==> src/design/kcl_pkg.sv <==
//------------------------------------------------------------------------------
// kcl_pkg
// Shared widths, codes and types of the canonical k-mer count lookup.
//------------------------------------------------------------------------------
`default_nettype none

package kcl_pkg;

  localparam int WORD_W     = 64;
  localparam int FREQ_W     = 32;
  localparam int INDEX_W    = 12;
  localparam int LEN_W      = 6;
  localparam int COUNT_W    = 13;
  localparam int CFG_DATA_W = 13;
  localparam int CFG_IDX_W  = 1;
  localparam int MAX_BASES  = 32;

  // Configuration register indexes.
  localparam logic [CFG_IDX_W-1:0] REG_WORD_LENGTH = 1'd0;
  localparam logic [CFG_IDX_W-1:0] REG_ENTRY_COUNT = 1'd1;

  // Request actions.
  localparam logic ACT_LOAD   = 1'b0;
  localparam logic ACT_LOOKUP = 1'b1;

  localparam logic [LEN_W-1:0]   WORD_LENGTH_RST = 6'd16;
  localparam logic [COUNT_W-1:0] ENTRY_COUNT_RST = 13'd0;

  typedef logic [WORD_W-1:0] kmer_t;
  typedef logic [FREQ_W-1:0] freq_t;

  // Write side of the table memories; the address travels beside it.
  typedef struct packed {
    logic  en;
    kmer_t word;
    freq_t freq;
  } kcl_wr_t;

endpackage

`default_nettype wire

==> src/design/kcl_canon.sv <==
//------------------------------------------------------------------------------
// kcl_canon
// Reverse complement of a packed k-mer over a programmable number of bases.
//------------------------------------------------------------------------------
`default_nettype none

module kcl_canon (
  input  wire kcl_pkg::kmer_t               word,
  input  wire logic [kcl_pkg::LEN_W-1:0]    word_length,
  output kcl_pkg::kmer_t                    rc
);

  kcl_pkg::kmer_t                  rc_full;
  logic [kcl_pkg::LEN_W-1:0]       bases;
  logic [kcl_pkg::LEN_W-1:0]       unused_bases;
  logic [kcl_pkg::LEN_W:0]         shamt;

  // Complement all 32 bases in reversed order; the wanted result sits in the
  // top 2*k bits and is shifted down into place.
  for (genvar i = 0; i < kcl_pkg::MAX_BASES; i++) begin : g_base
    assign rc_full[2*(kcl_pkg::MAX_BASES-1-i) +: 2] = ~word[2*i +: 2];
  end

  always_comb begin
    if (word_length == '0) begin
      bases = kcl_pkg::LEN_W'(1);
    end else if (word_length > kcl_pkg::LEN_W'(kcl_pkg::MAX_BASES)) begin
      bases = kcl_pkg::LEN_W'(kcl_pkg::MAX_BASES);
    end else begin
      bases = word_length;
    end
    unused_bases = kcl_pkg::LEN_W'(kcl_pkg::MAX_BASES) - bases;
    shamt        = {unused_bases, 1'b0};
    rc           = rc_full >> shamt;
  end

endmodule

`default_nettype wire

==> config.mk <==
export PLATFORM = sky130hd
export DESIGN_NAME = kcl_canon
export DESIGN_NICKNAME = d
export VERILOG_FILES = /design/src/design/kcl_pkg.sv /design/src/design/kcl_canon.sv
export SDC_FILE = /design/constraint.sdc
export NUM_CORES = 1
export LEC_CHECK = 0
export BUFFER_PORTS_ARGS = -buffer_cell sky130_fd_sc_hd__buf_2
export CORE_ASPECT_RATIO = 0.9
export CORE_MARGIN = 3
export CORE_UTILIZATION = 40
export DETAILED_ROUTE_END_ITERATION = 8
export GPL_TIMING_DRIVEN = 0
export PLACE_DENSITY = 0.74
export SKIP_LAST_GASP = 1
export SLEW_MARGIN = 10
export SYNTH_ARGS = -nofsm -noshare
export SYNTH_HDL_FRONTEND = slang
export SYNTH_SLANG_ARGS = --single-unit
export TNS_END_PERCENT = 5
==> constraint.sdc <==
create_clock -name vclk -period 15.3
set_input_delay 3.06 -clock vclk [all_inputs]
set_output_delay 3.06 -clock vclk [all_outputs]
set_load 0.01 [all_outputs]
==> impl_metrics.env <==
export IMPL_max_freq_mhz=88.4
export IMPL_final_max_slew_violation_count=0
export IMPL_arrival_ps=8250
export IMPL_grt_pass1_vias=5779
export IMPL_ioPinCount=134
export IMPL_cts_resized=0
export IMPL_max_stage_delay_ps=590
export IMPL_hold_class="input port to output port"
export IMPL_die_area_sq_mm=0.0120
export IMPL_yosys_area_share_simple=0.250
export IMPL_grt_max_degree=11
export IMPL_grt_first_pass_wirelength_mm=35.8
export IMPL_wl_per_cell_microns=28.0
export IMPL_cp_end_kind="output port"
export IMPL_yosysWarnings=0
export IMPL_track_usage=0.385
export IMPL_path_cells="buf_2 > or4_4 > buf_6 > a21oi_4 > inv_2 > buf_4 > buf_2 > ha_1 > buf_2 > buf_1 > clkbuf_1 > clkbuf_1 > buf_2 > nand2_1 > o221ai_1 > a21oi_1 > a221oi_1 > buf_2"
export IMPL_slowest_stage="clkbuf_1"
export IMPL_core_area_sq_mm=0.0103
export IMPL_status="completed"
export IMPL_clkbuf_count=0
export IMPL_antenna_found_initial=0
export IMPL_cp_endpoint="rc[6]"
export IMPL_holdBufCountCts=0
export IMPL_drc=0
export IMPL_rsz0062_at_grt="no"
export IMPL_die_h_microns=104
export IMPL_synth_distinct_cells=75
export IMPL_num_antenna_cells=0
export IMPL_drive_gt1_frac=0.243
export IMPL_port_buffers=130
export IMPL_hpwlAfterDp_mm=19.0
export IMPL_maxCapViolations=0
export IMPL_tightest_slew_ps=1080
export IMPL_setup_tns_ps=0
export IMPL_synth_xor_area_frac=0.00790
export IMPL_p_leak_uw=0.00229
export IMPL_drt_iter0_drc=973
export IMPL_synthAdderAreaFrac=0.00292
export IMPL_vias=6293
export IMPL_postCtsSetupBuffers=0
export IMPL_initial_core_util=0.414
export IMPL_grt_overflow=0
export IMPL_layout_worst_path_cycle_share=0.740
export IMPL_mappedNetlistNets=683
export IMPL_synth_top_family_by_area="compound AO/OA/AOI/OAI gates"
export IMPL_cp_common_cell="buf_2"
export IMPL_finalHoldViolCount=0
export IMPL_crit_buf_inv=11
export IMPL_crit_family="buffers and inverters"
export IMPL_synthToLayoutAreaGrowth_pct=19.0
export IMPL_fin_nets=815
export IMPL_fin_hold_ws_ps=6460
export IMPL_final_seq_area_sq_um=0
export IMPL_cp_required_ps=12240
export IMPL_synth_compound_area_frac=0.339
export IMPL_fp_row_count=35
export IMPL_setup_viol=0
export IMPL_routed_via_density=7.23
export IMPL_die_w_microns=115
export IMPL_seq_cell_count=0
export IMPL_synth_area_per_cell_sq_um=6.99
export IMPL_synthMuxAreaShare=0.328
export IMPL_critical_path_class="input port to output port"
export IMPL_power_density_mw_per_mm2=63.0
export IMPL_first_pass_iters=8
export IMPL_worstPathMaxFanout=10
export IMPL_crit_start="word_length[4]"
export IMPL_gp_congestion=1.05
export IMPL_crit_cells=18
export IMPL_slew_headroom=0.281
export IMPL_drt_total_wl_mm=24.3
export IMPL_ir_drop_mv=0.0272
export IMPL_fin_crit_ps=11310
export IMPL_antenna_left=0
export IMPL_start_kind="input port"
export IMPL_synth_seq_area_share=0
export IMPL_synthCells=612
export IMPL_synth_area_sq_mm=0.00428
through the flow:
step                 util  std cells  setup WS [ps]  instance area, sq um  power (uW)
global placement    0.492        871           4200                  5090         308
CTS                 0.492        871           4180                  5090         306
global route        0.492        871           3830                  5090         334
finish              0.492        871           3990                  5090         320
floorplan               -        612           5410                  4280         191
detailed placement  0.492        871           4190                  5090         305
routing by layer:
metal / global-route usage / part of all wire / vias up
met5: 0 / 0 / -
met4: 0.140 / 0.049 / 0
met3: 0.102 / 0.14 / 86
met2: 0.563 / 0.42 / 571
met1: 0.539 / 0.40 / 2957
li1: - / - / 2679
cell families (layout without fill, tap and decap cells):
kind of cell | Yosys count | in the layout
xor gates and xnor gates | 3 | 3
buffers and inverters | 71 | 201
muxes | 122 | 122
and+or+nand+nor | 221 | 221
adders and majority gates | 1 | 1
AOI/OAI and AO/OA | 194 | 194
synth_stat cells, types with 7 or more instances:
library cell | number | share of area
a22oi_1 | 27 | 0.047
nand3_1 | 12 | 0.014
o2111ai_1 | 9 | 0.018
clkbuf_1 | 40 | 0.035
mux2_2 | 15 | 0.039
buf_1 | 9 | 0.0079
nand2_1 | 50 | 0.044
or3_1 | 23 | 0.034
buf_2 | 9 | 0.011
a221oi_1 | 7 | 0.014
and3_1 | 9 | 0.013
a211oi_1 | 9 | 0.016
nor3_1 | 28 | 0.033
o21ai_0 | 21 | 0.025
mux2i_1 | 95 | 0.22
o211ai_1 | 8 | 0.014
o22ai_1 | 9 | 0.013
a21oi_1 | 25 | 0.029
nor2_1 | 69 | 0.061
o221ai_1 | 11 | 0.023
mux4_2 | 9 | 0.047
power by group:
| part | switching, uW | total [uW] | leakage (uW) | internal [uW] |
|---|---|---|---|---|
| Sequential | 0 | 0 | 0 | 0 |
| Combinational | 205 | 320 | 0.00229 | 116 |
| Clock | 0 | 0 | 0 | 0 |
layout by cell type, fill, tap and decap left out, types with 5 or more instances in the layout:
cell,n
nand2_1,50
and3_1,9
clkbuf_1,40
mux2i_1,95
o211ai_1,8
a211o_1,6
nor2_1,69
a21oi_1,25
buf_1,9
o221ai_1,11
a221oi_1,7
mux4_2,9
o22ai_1,9
a211oi_1,9
a21o_1,5
o21ai_0,21
a31oi_1,5
a2bb2oi_1,6
a221o_1,6
o2111ai_1,9
nor2b_1,6
a22oi_1,27
nand3_1,12
nor3_1,28
mux2_2,15
inv_1,5
or3_1,23
buf_2,139
worst min-delay path, stage by stage:
cell	delay (ps)
buf_2	140
nor3_1	60
buf_2	130
area by class of cell:
type	count	area [sq um]
well taps	129	161
repair buffers	130	651
inverters	8	30.0
plain buffers	63	282
multi-input cells	541	3970
fillers	1119	5250
how the worst min path moves through the flow:
stage            start      to  slack (ps)  depth (start not counted)
2_1_floorplan  word[0]  rc[62]        6170                          1
3_3_place_gp   word[0]  rc[62]        6460                          3
3_5_place_dp   word[0]  rc[62]        6460                          3
4_1_cts        word[0]  rc[62]        6460                          3
5_1_grt        word[0]  rc[62]        6500                          3
6_report       word[0]  rc[62]        6460                          3
(Power assumes the default switching activity.)
