--- config.mk ---
export PLATFORM = sky130hd
export DESIGN_NAME = kcl_ctrl_flat
export DESIGN_NICKNAME = d
export VERILOG_FILES = /design/src/design/kcl_pkg.sv /design/src/design/kcl_if.sv /design/src/design/kcl_ctrl.sv /design/src/flat_wrapper.sv
export SDC_FILE = /design/constraint.sdc
export NUM_CORES = 1
export LEC_CHECK = 0
export BUFFER_PORTS_ARGS = -buffer_cell sky130_fd_sc_hd__buf_4
export CORE_AREA = 2 2 195 197
export CTS_BUF_LIST = sky130_fd_sc_hd__clkbuf_4 sky130_fd_sc_hd__clkbuf_8
export DETAILED_ROUTE_END_ITERATION = 8
export DIE_AREA = 0 0 197 199
export GPL_ROUTABILITY_DRIVEN = 0
export PLACE_DENSITY = 0.73
export SLEW_MARGIN = 0
export SYNTH_ARGS = -nofsm -noshare
export SYNTH_HDL_FRONTEND = slang
export SYNTH_SLANG_ARGS = --single-unit
--- constraint.sdc ---
create_clock -name clk -period 6.63 [get_ports clk]
set_input_delay 1.326 -clock clk [delete_from_list [all_inputs] [get_ports clk]]
set_output_delay 1.326 -clock clk [all_outputs]
set_load 0.01 [all_outputs]
--- src/design/kcl_pkg.sv ---
//------------------------------------------------------------------------------
// kcl_pkg
// Shared widths, codes and types of the canonical k-mer count lookup.
//------------------------------------------------------------------------------
`default_nettype none

package kcl_pkg;

  localparam int WORD_W     = 64;
  localparam int FREQ_W     = 32;
  localparam int INDEX_W    = 12;
  localparam int LEN_W      = 6;
  localparam int COUNT_W    = 13;
  localparam int CFG_DATA_W = 13;
  localparam int CFG_IDX_W  = 1;
  localparam int MAX_BASES  = 32;

  // Configuration register indexes.
  localparam logic [CFG_IDX_W-1:0] REG_WORD_LENGTH = 1'd0;
  localparam logic [CFG_IDX_W-1:0] REG_ENTRY_COUNT = 1'd1;

  // Request actions.
  localparam logic ACT_LOAD   = 1'b0;
  localparam logic ACT_LOOKUP = 1'b1;

  localparam logic [LEN_W-1:0]   WORD_LENGTH_RST = 6'd16;
  localparam logic [COUNT_W-1:0] ENTRY_COUNT_RST = 13'd0;

  typedef logic [WORD_W-1:0] kmer_t;
  typedef logic [FREQ_W-1:0] freq_t;

  // Write side of the table memories; the address travels beside it.
  typedef struct packed {
    logic  en;
    kmer_t word;
    freq_t freq;
  } kcl_wr_t;

endpackage

`default_nettype wire

--- src/design/kcl_if.sv ---
//------------------------------------------------------------------------------
// kcl_if
// Request and result channels of the canonical k-mer count lookup.
//------------------------------------------------------------------------------
`default_nettype none

interface kcl_req_if;
  logic                             valid;
  logic                             ready;
  logic                             action;
  logic [kcl_pkg::INDEX_W-1:0]      entry_index;
  kcl_pkg::kmer_t                   kmer_word;
  kcl_pkg::freq_t                   load_frequency;

  modport source (output valid, action, entry_index, kmer_word, load_frequency,
                  input ready);
  modport sink (input valid, action, entry_index, kmer_word, load_frequency,
                output ready);
endinterface

interface kcl_rsp_if;
  logic           valid;
  logic           ready;
  kcl_pkg::freq_t frequency;

  modport source (output valid, frequency, input ready);
  modport sink (input valid, frequency, output ready);
endinterface

`default_nettype wire

--- src/design/kcl_ctrl.sv ---
//------------------------------------------------------------------------------
// kcl_ctrl
// Request sequencer: table loads, canonical key selection and binary search.
//------------------------------------------------------------------------------
`default_nettype none

module kcl_ctrl #(
  parameter int TABLE_DEPTH = 4096,
  parameter int AW          = 12
) (
  input  wire logic                          clk,
  input  wire logic                          rst,
  kcl_req_if.sink                            req,
  kcl_rsp_if.source                          rsp,
  input  wire logic [kcl_pkg::COUNT_W-1:0]   entry_count,
  output kcl_pkg::kmer_t                     q_word,
  input  wire kcl_pkg::kmer_t                rc,
  output kcl_pkg::kcl_wr_t                   wr,
  output logic [AW-1:0]                      wr_addr,
  output logic                               rd_en,
  output logic [AW-1:0]                      rd_addr,
  input  wire kcl_pkg::kmer_t                rd_word,
  input  wire kcl_pkg::freq_t                rd_freq
);

  localparam int CW  = AW + 1;
  localparam int EW  = (CW > kcl_pkg::COUNT_W) ? CW : kcl_pkg::COUNT_W;
  localparam int IXW = (CW > kcl_pkg::INDEX_W) ? CW : kcl_pkg::INDEX_W;

  typedef enum logic [2:0] {
    S_IDLE,
    S_CANON,
    S_PICK,
    S_ADDR,
    S_CMP,
    S_EMIT
  } state_t;

  state_t         state;
  kcl_pkg::kmer_t key;
  logic [CW-1:0]  low;
  logic [CW-1:0]  high;
  kcl_pkg::freq_t res;
  logic           out_valid;
  kcl_pkg::freq_t out_freq;

  logic           accept;
  logic           in_range;
  logic [EW-1:0]  count_ext;
  logic [EW-1:0]  depth_ext;
  logic [CW-1:0]  n_clamp;
  logic [CW:0]    mid_sum;
  logic [CW-1:0]  mid;
  logic [CW-1:0]  mid_inc;
  logic [CW-1:0]  mid_dec;

  always_comb begin
    accept    = req.valid && req.ready;
    in_range  = IXW'(req.entry_index) < IXW'(TABLE_DEPTH);
    count_ext = EW'(entry_count);
    depth_ext = EW'(TABLE_DEPTH);
    n_clamp   = (count_ext > depth_ext) ? CW'(depth_ext) : CW'(count_ext);
    mid_sum   = {1'b0, low} + {1'b0, high};
    mid       = mid_sum[CW:1];
    mid_inc   = mid + CW'(1);
    mid_dec   = mid - CW'(1);
  end

  assign req.ready     = (state == S_IDLE);
  assign rsp.valid     = out_valid;
  assign rsp.frequency = out_freq;

  assign wr.en   = accept && (req.action == kcl_pkg::ACT_LOAD) && in_range;
  assign wr.word = req.kmer_word;
  assign wr.freq = req.load_frequency;
  assign wr_addr = AW'(req.entry_index);
  assign rd_en   = (state == S_ADDR);
  assign rd_addr = mid[AW-1:0];

  always_ff @(posedge clk) begin
    if (rst) begin
      state     <= S_IDLE;
      out_valid <= 1'b0;
    end else begin
      if (out_valid && rsp.ready && (state != S_EMIT)) begin
        out_valid <= 1'b0;
      end
      case (state)
        S_IDLE: begin
          if (accept && (req.action == kcl_pkg::ACT_LOOKUP)) begin
            q_word <= req.kmer_word;
            state  <= S_CANON;
          end
        end
        S_CANON: begin
          key   <= rc;
          state <= S_PICK;
        end
        S_PICK: begin
          if (q_word < key) begin
            key <= q_word;
          end
          low  <= '0;
          high <= n_clamp - CW'(1);
          if (n_clamp == '0) begin
            res   <= '0;
            state <= S_EMIT;
          end else begin
            state <= S_ADDR;
          end
        end
        S_ADDR: begin
          state <= S_CMP;
        end
        S_CMP: begin
          if (rd_word == key) begin
            res   <= rd_freq;
            state <= S_EMIT;
          end else if (rd_word < key) begin
            low <= mid_inc;
            if (mid_inc > high) begin
              res   <= '0;
              state <= S_EMIT;
            end else begin
              state <= S_ADDR;
            end
          end else begin
            // The probe was too large; the search ends at position zero or once no entry is left below it.
            if ((mid == '0) || (mid_dec < low)) begin
              res   <= '0;
              state <= S_EMIT;
            end else begin
              high  <= mid_dec;
              state <= S_ADDR;
            end
          end
        end
        S_EMIT: begin
          if (!out_valid || rsp.ready) begin
            out_valid <= 1'b1;
            out_freq  <= res;
            state     <= S_IDLE;
          end
        end
        default: begin
          state <= S_IDLE;
        end
      endcase
    end
  end

endmodule

`default_nettype wire

--- src/flat_wrapper.sv ---
// flat-port wrapper written by rule: the top's interface ports become plain ports
module kcl_ctrl_flat 
#(
  parameter int TABLE_DEPTH = 4096,
  parameter int AW          = 12
)
  (clk, rst, entry_count, q_word, rc, wr, wr_addr, rd_en, rd_addr, rd_word, rd_freq, req_valid, req_action, req_entry_index, req_kmer_word, req_load_frequency, req_ready, rsp_valid, rsp_frequency, rsp_ready);
  kcl_req_if req_i ();
  kcl_rsp_if rsp_i ();
  input  wire logic clk;
  input  wire logic rst;
  input  wire logic [kcl_pkg::COUNT_W-1:0] entry_count;
  output kcl_pkg::kmer_t q_word;
  input  wire kcl_pkg::kmer_t rc;
  output kcl_pkg::kcl_wr_t wr;
  output logic [AW-1:0] wr_addr;
  output logic rd_en;
  output logic [AW-1:0] rd_addr;
  input  wire kcl_pkg::kmer_t rd_word;
  input  wire kcl_pkg::freq_t rd_freq;
  input wire logic [$bits(req_i.valid)-1:0] req_valid;
  input wire logic [$bits(req_i.action)-1:0] req_action;
  input wire logic [$bits(req_i.entry_index)-1:0] req_entry_index;
  input wire logic [$bits(req_i.kmer_word)-1:0] req_kmer_word;
  input wire logic [$bits(req_i.load_frequency)-1:0] req_load_frequency;
  output wire logic [$bits(req_i.ready)-1:0] req_ready;
  output wire logic [$bits(rsp_i.valid)-1:0] rsp_valid;
  output wire logic [$bits(rsp_i.frequency)-1:0] rsp_frequency;
  input wire logic [$bits(rsp_i.ready)-1:0] rsp_ready;
  assign req_i.valid = req_valid;
  assign req_i.action = req_action;
  assign req_i.entry_index = req_entry_index;
  assign req_i.kmer_word = req_kmer_word;
  assign req_i.load_frequency = req_load_frequency;
  assign req_ready = req_i.ready;
  assign rsp_valid = rsp_i.valid;
  assign rsp_frequency = rsp_i.frequency;
  assign rsp_i.ready = rsp_ready;
  kcl_ctrl #(.TABLE_DEPTH(TABLE_DEPTH), .AW(AW)) u_core (.clk(clk), .rst(rst), .req(req_i), .rsp(rsp_i), .entry_count(entry_count), .q_word(q_word), .rc(rc), .wr(wr), .wr_addr(wr_addr), .rd_en(rd_en), .rd_addr(rd_addr), .rd_word(rd_word), .rd_freq(rd_freq));
endmodule
==> summary.txt, run 1 <==
Yosys
  • Mux cell area share after synthesis: 0.0528
  • Syn_nets: 1657
  • Post-Synth Adder-Cell Area: 0.152
  • Post-Synth XOR/XNOR Area: 0.0239
  • Synth Register Bits: 222
  • Sequential share of the synthesized area: 0.478
  • Compound-Gate Fraction of Synth Area: 0.0935
  • Main synth FF type: edfxtp_1
  • Netlist cell types: 70
  • Simple-Gate Fraction of Synth Area: 0.107
  • Main combinational cell family by area after synthesis: adder cells
  • Synth Cell Area: 0.0139 mm2
  • Number of warning messages in the yosys log: 0
  • Avg Inst Size Synth: 11.5 um2
  • FFs w/ async S/R, synth: 0
  • Synthesized instance count: 1203
  • Post-synth EDFFs: 218

Placement
  • HPWL Detailed: 33100 um
  • Dpl ws: 0.897 ns
  • I/O Buffers: 417
  • Post-DP Area: 0.0168 mm2

Worst setup path
  • CP Launch Type: flop
  • Crit path capture type: flop
  • Reg2reg end: u_core.res[11]
  • CP Capture Point: u_core.res[11]
  • CP delay by family, top: simple AND/OR/NAND/NOR gates
  • Largest fanout on the critical path: 32
  • Req. time, crit path: 6.81 ns
  • Critical path type: flop to flop
  • Crit. Startpoint: u_core.high[2]
  • Start of the worst register-to-register path: u_core.high[2]
  • Slowest stage cell, crit path: a21oi_4
  • R2R setup slack: 0.83 ns
  • Critical-path cell list: ha_1, nand4_1, and2_1, xnor2_2, nor4b_1, and4_1, and3_1, nand3_1, xnor2_1, ha_1, nand4_1, or2_2, a221oi_1, o32ai_1, or3b_2, nand3_2, a21oi_4
  • Worst EP arrival: 5.98 ns
  • Worst path bufs/invs: 0
  • Cell count along the critical path: 17
  • R2R depth: 17
  • Max incr delay on CP: 0.85 ns

STA
  • Fin worst setup slack: 0.830 ns
  • WHS: 0.413 ns
  • Worst-Margin Slew: 1.16 ns
  • RSZ-0062 raised after global routing: false
  • TNS Setup: 0 ns
  • Final Hold Fails: 0
  • # setup viols final: 0
  • Slew margin rel.: 0.222
  • Final worst-path cycle share: 0.875
  • Fmax: 172 MHz
  • Pins over their slew limit: 0
  • Min Tclk post-route: 5.80 ns
  • Clock Skew: 0.0288 ns

Finish
  • Syn-to-layout area delta: 27.4%
  • Ratio of cells with drive above 1 in the final layout: 0.369
  • NumNets Final: 1996
  • Layout Cell Area excl Fill: 0.0177 mm2

GRT
  • Total GRT Usage: 0.208
  • First-pass GRT wire length: 61600 um
  • Antenna violations before repair: 0
  • Number of global-route vias before repair: 10740
  • Global route overflow: 0
  • Largest net degree at the start of global routing: 65

Power and ir drop
  • VDD IR-drop max: 0.208 mV
  • Static leakage: 7.64 nW
  • Power Density: 208 mW/mm2

Drt
  • Drt wl/cell: 20.4 um
  • Routed via count: 10548
  • Final ANT Viol Nets: 0
  • Via-to-Cell Ratio: 5.15
  • DRT Pass-1 Iters: 5
  • Drt total wl: 41700 um
  • DRC: 0
  • 1st-iter DRT viols: 450

Floorplanning
  • Die Y: 199 um
  • Die area: 0.0392 mm2
  • Horiz. Die Dim: 197 um
  • Starting density of the core: 0.373
  • Core Rows: 71
  • I/O pins: 506
  • CORE AREA: 0.0371 mm2

Clock tree
  • Cts bufs inserted: 42
  • CTS tree: yes
  • Clk root buf: clkbuf_8
  • Htree depth: 2
  • Reg clk slew, reported paths: 0.06 ns
  • # Post-CTS Setup Buffers: 0
  • Clock sink total: 222
  • Clk_lat worst skew: 0.59 ns
  • Post-CTS sizing: 0
  • Cts hold-fix bufs: 0
  • CTS max path bufs: 3

Min path
  • Hold WC Path Type: flop to flop

Run status
  • Run status: finished, final reports clean

Run
  • Max cap viols: 0
[flip-flops by register name (all words and copies together) (netlist names)]
register	flops
u_core.rsp.valid	1
u_core.high	13
u_core.low	13
u_core.res	32
u_core.state	3
u_core.rsp.frequency	32
u_core.q_word	64
u_core.key	64
[metal layers]
| metal | routed length (um) | global-route usage | vias to the layer above |
|---|---|---|---|
| li1 | - | - | 4987 |
| met3 | 3450 | 0.0671 | 95 |
| met2 | 20900 | 0.362 | 451 |
| met5 | 0 | 0 | - |
| met4 | 1420 | 0.0791 | 0 |
| met1 | 15900 | 0.237 | 5015 |
[layout make-up]
class,count,area (um2)
diodes,1,2.50
flip-flops and latches,222,6630
clock buffers,56,683
multi-input cells,748,6010
well taps,474,593
fillers,3350,19500
clock inverters,19,176
inverters,105,394
repair buffers,423,3180
[metrics by stage]
stage           util  total power [mW]  std cells
2_1_floorplan      -              2.03       1203
3_3_place_gp   0.452              2.27       1972
6_report       0.476              3.68       2048
4_1_cts        0.475              3.72       2047
5_1_grt        0.475              3.85       2047
3_5_place_dp   0.452              2.29       1972
[cell usage after synthesis, types with 4 or more instances]
| cell type | n | area, um2 |
|---|---|---|
| edfxtp_1 | 218 | 6550 |
| ha_1 | 167 | 2090 |
| buf_4 | 108 | 811 |
| inv_1 | 105 | 394 |
| mux2_2 | 65 | 732 |
| a21oi_1 | 61 | 305 |
| nand2_1 | 56 | 210 |
| nor2_1 | 56 | 210 |
| and2_1 | 48 | 300 |
| o21ai_0 | 48 | 240 |
| nand4_1 | 32 | 200 |
| xnor2_1 | 24 | 210 |
| a21o_1 | 20 | 150 |
| clkbuf_1 | 17 | 63.8 |
| nand3_1 | 17 | 85.1 |
| nor3_1 | 14 | 70.1 |
| xor2_1 | 12 | 105 |
| a211oi_1 | 11 | 82.6 |
| nor2b_1 | 10 | 62.6 |
| nand2b_1 | 8 | 50.1 |
| a31oi_1 | 7 | 43.8 |
| nor4_1 | 7 | 43.8 |
| and4_1 | 6 | 52.6 |
| o21a_1 | 6 | 45.0 |
| or3_1 | 5 | 31.3 |
| dfxtp_1 | 4 | 80.1 |
| o211ai_1 | 4 | 30.0 |
| o31ai_1 | 4 | 30.0 |
[where the power goes]
part           internal [mW]  switching, mW  leakage (nW)  total [mW]
logic                  0.311          0.332          5.19       0.643
clock network          0.792          0.622         0.452        1.41
registers               1.59         0.0253          2.00        1.62
total                   2.70          0.979          7.64        3.68
[worst min path at each step]
stage / start / endpoint / slack, ns / cells after the start
6_report: u_core.res[11] / u_core.rsp.frequency[11] / 0.41 / 0
5_1_grt: u_core.res[11] / u_core.rsp.frequency[11] / 0.41 / 0
4_1_cts: u_core.res[11] / u_core.rsp.frequency[11] / 0.40 / 0
3_5_place_dp: u_core.res[14] / u_core.rsp.frequency[14] / 0.40 / 0
3_3_place_gp: u_core.res[28] / u_core.rsp.frequency[28] / 0.40 / 0
2_1_floorplan: u_core.res[0] / u_core.rsp.frequency[0] / 0.40 / 0
[kinds of logic after synthesis]
kind of cell / after synthesis
flip-flops: 222
XOR/XNOR: 37
buffers and inverters: 233
adder cells (fa/ha/maj): 168
multiplexers: 65
AO/OA/AOI/OAI: 199
AND/OR/NAND/NOR: 279
[cell usage in the layout (no fill, tap or decap), drive strengths merged, types with 4 or more instances in the layout]
master	instances
o21ai	50
edfxtp	218
clkinv	14
nand2	56
a21o	22
ha	167
xor2	12
o31ai	4
xnor2	25
nor3	14
nand2b	8
nor2	56
buf	423
or3	6
dfxtp	4
mux2	65
nor4	7
a21oi	64
clkbuf	56
and4	6
a221oi	4
a211oi	11
inv	107
o21a	6
and2	48
o211ai	4
nand4	32
nand3	18
a31oi	7
nor2b	11
[worst register-to-register path: stages (launching register included)]
cell and delay, ns:
edfxtp_1 0.41, ha_1 0.39, nand4_1 0.22, and2_1 0.26, xnor2_2 0.34, nor4b_1 0.60, and4_1 0.34, and3_1 0.22
nand3_1 0.13, xnor2_1 0.22, ha_1 0.34, nand4_1 0.11, or2_2 0.32, a221oi_1 0.22, o32ai_1 0.13, or3b_2 0.22
nand3_2 0.10, a21oi_4 0.85
Note: power is estimated with default switching activity, not from simulation.
==> run 2, diff against run 1 <==
--- a/config.mk
+++ b/config.mk
@@ -6,12 +6,12 @@
 export NUM_CORES = 1
 export LEC_CHECK = 0
 export BUFFER_PORTS_ARGS = -buffer_cell sky130_fd_sc_hd__buf_4
-export CORE_AREA = 2 2 195 197
+export CORE_AREA = 2 2 197 199
 export CTS_BUF_LIST = sky130_fd_sc_hd__clkbuf_4 sky130_fd_sc_hd__clkbuf_8
 export DETAILED_ROUTE_END_ITERATION = 8
-export DIE_AREA = 0 0 197 199
+export DIE_AREA = 0 0 199 201
 export GPL_ROUTABILITY_DRIVEN = 0
-export PLACE_DENSITY = 0.73
+export PLACE_DENSITY = 0.74
 export SLEW_MARGIN = 0
 export SYNTH_ARGS = -nofsm -noshare
 export SYNTH_HDL_FRONTEND = slang
==> run 2 against run 1 <==
  * Sequential power about the same
  * Worst hold slack improved by 0.0036 ns
  * Non-clock buffer count unchanged
  * Die area grew 2.0%
  * Register-to-register slack about the same
  * Clock power shrank 5%
  * Critical path type unchanged
==> summary.txt, run 2 (synthesis results as in run 1) <==
Run status
  • Run status: finished, final reports clean

GRT
  • Largest net degree at the start of global routing: 65
  • Global route overflow: 0
  • Total GRT Usage: 0.209
  • First-pass GRT wire length: 63100 um
  • Antenna violations before repair: 2
  • Number of global-route vias before repair: 10902

Drt
  • Routed via count: 10555
  • Drt wl/cell: 20.3 um
  • DRT Pass-1 Iters: 5
  • Drt total wl: 42300 um
  • 1st-iter DRT viols: 550
  • Via-to-Cell Ratio: 5.05
  • Final ANT Viol Nets: 0
  • DRC: 0

STA
  • Fmax: 172 MHz
  • Worst-Margin Slew: 1.36 ns
  • Final Hold Fails: 0
  • Pins over their slew limit: 0
  • Min Tclk post-route: 5.80 ns
  • Final worst-path cycle share: 0.875
  • RSZ-0062 raised after global routing: false
  • Slew margin rel.: 0.0907
  • Clock Skew: 0.0317 ns
  • # setup viols final: 0
  • WHS: 0.416 ns
  • TNS Setup: 0 ns

Clock tree
  • Cts hold-fix bufs: 0
  • # Post-CTS Setup Buffers: 0
  • CTS tree: yes
  • Htree depth: 2
  • Clk root buf: clkbuf_8
  • Post-CTS sizing: 0
  • Reg clk slew, reported paths: 0.06 ns
  • Clock sink total: 222
  • CTS max path bufs: 3
  • Clk_lat worst skew: 0.58 ns
  • Cts bufs inserted: 42

Worst setup path
  • Critical path type: flop to flop
  • CP Launch Type: flop
  • Req. time, crit path: 6.81 ns
  • Largest fanout on the critical path: 32
  • Worst EP arrival: 5.98 ns
  • Crit path capture type: flop

Min path
  • Hold WC Path Type: flop to flop

Floorplanning
  • CORE AREA: 0.0381 mm2
  • I/O pins: 506
  • Starting density of the core: 0.364
  • Horiz. Die Dim: 199 um
  • Die area: 0.0400 mm2
  • Die Y: 201 um
  • Core Rows: 72

Finish
  • Top Registers: u_core.key x64, u_core.q_word x64
  • Syn-to-layout area delta: 27.4%
  • Most frequent cells in the layout: 423 x buf_4, 218 x edfxtp_1, 167 x ha_1
  • NumNets Final: 1996
  • Leading cell type in the layout, fill and taps excluded: buf_4
  • Ratio of cells with drive above 1 in the final layout: 0.369
  • # diodes: 0

Power and ir drop
  • Power Density: 204 mW/mm2
  • Static leakage: 7.62 nW
  • VDD IR-drop max: 0.162 mV

Placement
  • HPWL Detailed: 33900 um
  • I/O Buffers: 417

Run
  • Max cap viols: 0
==> run 2: changes by cell type in the layout (fill, tap and decap cells not counted), sizes merged <==
cell / change
clkbuf: -4
bufinv: -1
diode: -1
inv: -1
clkinvlp: +1
clkinv: +3
==> run 2: area by class of cell <==
| cell class | count | area, um2 |
|---|---|---|
| clock inverters | 21 | 151 |
| repair buffers | 423 | 3180 |
| inverters | 105 | 394 |
| fillers | 3449 | 20400 |
| flip-flops and latches | 222 | 6630 |
| clock buffers | 52 | 659 |
| well taps | 518 | 648 |
| multi-input cells | 748 | 6010 |
==> run 2: routing by layer <==
metal  vias up  track usage  share of wire
met5         -            0        0.00064
met4         4       0.0696          0.029
met3        84       0.0721          0.088
met2       443        0.371           0.51
met1      5048        0.231           0.37
li1       4976            -              -
==> run 2: final timing paths <==
kind                       from                       to  slack, ns  depth (start not counted)
setup reg to reg  u_core.low[2]           u_core.res[19]       0.83                         17
hold / removal    u_core.res[7]  u_core.rsp.frequency[7]       0.42                          0
hold reg to reg   u_core.res[7]  u_core.rsp.frequency[7]       0.42                          0
setup / recovery  u_core.low[2]           u_core.res[19]       0.83                         17
==> run 2: power by group <==
group	leakage [nW]	internal (mW)	switching, mW
logic	5.19	0.310	0.332
registers	2.00	1.59	0.0243
clock network	0.428	0.733	0.611
==> run 2: through the flow <==
stage                     area, um2  cells  setup slack [ns]  total power [mW]   util
final                         17700   2089             0.830              3.60  0.463
after global routing          17700   2089             0.511              3.77  0.463
after CTS                     17700   2089             0.873              3.65  0.463
after detailed placement      16800   2016             0.888              2.29  0.442
after global placement        16800   2016              1.13              2.27  0.442
after floorplan               13900   1203             0.669              2.03      -
==> run 2: worst max-delay path, stage by stage (launching register included) <==
cell and delay, ns:
edfxtp_1 0.40, ha_1 0.38, nand4_1 0.21, and2_1 0.26, xnor2_2 0.35, nor4b_1 0.54, and4_1 0.33, and3_1 0.21
nand4_1 0.13, xnor2_1 0.22, ha_1 0.31, nand4_1 0.13, or2_2 0.33, a221oi_1 0.23, o32ai_1 0.13, or3b_2 0.23
nand3_2 0.11, a21oi_4 0.88
==> run 3, diff against run 2 <==
--- a/config.mk
+++ b/config.mk
@@ -5,13 +5,14 @@
 export SDC_FILE = /design/constraint.sdc
 export NUM_CORES = 1
 export LEC_CHECK = 0
+export ABC_AREA = 1
 export BUFFER_PORTS_ARGS = -buffer_cell sky130_fd_sc_hd__buf_4
-export CORE_AREA = 2 2 197 199
+export CORE_AREA = 2 2 194 196
 export CTS_BUF_LIST = sky130_fd_sc_hd__clkbuf_4 sky130_fd_sc_hd__clkbuf_8
 export DETAILED_ROUTE_END_ITERATION = 8
-export DIE_AREA = 0 0 199 201
+export DIE_AREA = 0 0 196 198
 export GPL_ROUTABILITY_DRIVEN = 0
-export PLACE_DENSITY = 0.74
+export PLACE_DENSITY = 0.77
 export SLEW_MARGIN = 0
 export SYNTH_ARGS = -nofsm -noshare
 export SYNTH_HDL_FRONTEND = slang
==> run 3 against run 2 <==
  * Largest power group is now combinational cells
  * Critical path depth is 6 higher
  * Final cell count rose by 16%
  * Flip-flop and latch count stayed put
  * Clock skew is 0.011 ns lower
  * Highest routed layer is now met4
  * Power increased by 46%
  * Setup slack better by 0.88 ns
  * Die area decreased by 3.0%
  * Worst hold slack gained 0.00060 ns
  * Count of clock-buffer cells in the layout rose by 3
  * Clock power grew 5%
==> summary.txt, run 3 <==
GRT
  • Antenna violations before repair: 3
  • First-pass GRT wire length: 65900 um
  • Number of global-route vias before repair: 12194
  • Largest net degree at the start of global routing: 67
  • Total GRT Usage: 0.225
  • Global route overflow: 0

Clock tree
  • Clk_lat worst skew: 0.57 ns
  • Reg clk slew, reported paths: 0.06 ns
  • Clk root buf: clkbuf_8
  • Cts bufs inserted: 42
  • Cts hold-fix bufs: 0
  • Post-CTS sizing: 0
  • # Post-CTS Setup Buffers: 0
  • CTS tree: yes
  • Clock sink total: 222
  • Htree depth: 2
  • CTS max path bufs: 3

Run status
  • Run status: finished, final reports clean

Drt
  • Routed via count: 12047
  • 1st-iter DRT viols: 686
  • DRC: 0
  • Final ANT Viol Nets: 0
  • Drt total wl: 44600 um
  • Via-to-Cell Ratio: 4.99
  • Drt wl/cell: 18.5 um
  • DRT Pass-1 Iters: 5

STA
  • Final worst-path cycle share: 0.742
  • Clock Skew: 0.0207 ns
  • Min Tclk post-route: 4.92 ns
  • Slew margin rel.: 0.259
  • Worst-Margin Slew: 1.11 ns
  • Fmax: 203 MHz
  • Fin worst setup slack: 1.71 ns
  • # setup viols final: 0
  • Pins over their slew limit: 0
  • Final Hold Fails: 0
  • TNS Setup: 0 ns
  • WHS: 0.417 ns
  • RSZ-0062 raised after global routing: false

Finish
  • Layout Cell Area excl Fill: 0.0181 mm2
  • Final Util: 0.489
  • Top Registers: u_core.key x64, u_core.q_word x64
  • Non-Filler Instances: 2413
  • NumNets Final: 2363
  • Most frequent cells in the layout: 426 x buf_4, 406 x nand2_1, 224 x inv_1
  • Leading cell type in the layout, fill and taps excluded: buf_4
  • Ratio of cells with drive above 1 in the final layout: 0.278
  • Syn-to-layout area delta: 26.5%

Yosys
  • Synth Cell Area: 0.0143 mm2
  • Main combinational cell family by area after synthesis: simple AND/OR/NAND/NOR gates
  • Most frequent cell after synthesis: nand2_1
  • Post-synth top cells: 406 x nand2_1, 225 x inv_1, 218 x edfxtp_1, 167 x ha_1, 111 x nor2_1
  • Main synth FF type: edfxtp_1
  • Main area contributors after synthesis: edfxtp_1 46%, ha_1 15%, nand2_1 11%
  • Compound-Gate Fraction of Synth Area: 0.0599
  • Post-Synth XOR/XNOR Area: 0.0116
  • Netlist cell types: 51
  • Synthesized instance count: 1569
  • Sequential share of the synthesized area: 0.463
  • Yosys top cell by area: edfxtp_1
  • Synth top area share: 0.458
  • Number of warning messages in the yosys log: 0
  • Post-Synth Adder-Cell Area: 0.148
  • Synth Register Bits: 222
  • FFs w/ async S/R, synth: 0
  • Post-synth EDFFs: 218
  • Simple-Gate Fraction of Synth Area: 0.193
  • Syn_nets: 2023
  • Mux cell area share after synthesis: 0
  • Avg Inst Size Synth: 9.11 um2

Worst setup path
  • Worst EP arrival: 5.13 ns
  • Critical-path cell list: inv_1, fa_1, xnor2_2, ha_1, inv_1, nor4_4, nand4_2, nor2_2, nand3_1, xor2_1, inv_1, ha_1, nand2_1, nor4_1, o21ai_0, o2111ai_1, nand2_1, nand3_1, nand2_1, nand2_1, o21ai_0, nor2_2, buf_4
  • Critical path type: flop to flop
  • Largest fanout on the critical path: 32
  • Crit path capture type: flop
  • Req. time, crit path: 6.84 ns
  • Cell count along the critical path: 23
  • Slowest stage cell, crit path: fa_1
  • Worst path bufs/invs: 4
  • CP delay by family, top: simple AND/OR/NAND/NOR gates
  • R2R depth: 23
  • Most frequent CP cell: nand2_1
  • Max incr delay on CP: 0.51 ns
  • CP Launch Type: flop

Min path
  • Hold WC Path Type: flop to flop
  • Hold path depth: 0

Placement
  • Post-DP Area: 0.0172 mm2
  • HPWL Detailed: 35600 um
  • I/O Buffers: 417
  • Placed cells: 2339
  • Dpl ws: 1.76 ns

Floorplanning
  • Core Rows: 71
  • I/O pins: 506
  • Die Y: 198 um
  • Starting density of the core: 0.387
  • Die area: 0.0388 mm2
  • CORE AREA: 0.0370 mm2
  • Horiz. Die Dim: 196 um

Power and ir drop
  • Static leakage: 8.80 nW
  • VDD IR-drop max: 0.168 mV
  • Power Density: 291 mW/mm2
  • PnR Total Power: 5.26 mW

Run
  • Max cap viols: 0
run 3: cell type report:
type                    count  area, um2
fillers                  3357      18900
clock buffers              55        676
repair buffers            426       3200
diodes                      3       7.51
clock inverters            16        178
multi-input cells         985       5930
inverters                 232        876
flip-flops and latches    222       6630
well taps                 474        593
run 3: power breakdown:
| part | total (mW) | leakage [nW] | internal, mW | switching (mW) |
|---|---|---|---|---|
| sequential | 1.90 | 2.02 | 1.81 | 0.0866 |
| combinational | 1.95 | 6.32 | 0.717 | 1.24 |
| clock | 1.41 | 0.454 | 0.819 | 0.590 |
run 3: path summary, 6_finish.rpt:
path              slack (ns)                       to            from
setup / recovery        1.71            u_core.res[4]  u_core.high[1]
hold / removal          0.42  u_core.rsp.frequency[4]   u_core.res[4]
setup reg to reg        1.71            u_core.res[4]  u_core.high[1]
hold reg to reg         0.42  u_core.rsp.frequency[4]   u_core.res[4]
run 3: kinds of logic after synthesis:
kind of cell / after synthesis
buf+inv: 362
compound gates: 156
xor+xnor: 18
simple gates: 643
fa+ha+maj: 168
flops: 222
run 3: routing by layer:
| metal | wire (um) | up-vias | GRT usage |
|---|---|---|---|
| met1 | 16200 | 5626 | 0.242 |
| met5 | 0 | - | 0 |
| met4 | 1750 | 0 | 0.102 |
| li1 | - | 5784 | - |
| met3 | 3830 | 105 | 0.0678 |
| met2 | 22800 | 532 | 0.406 |
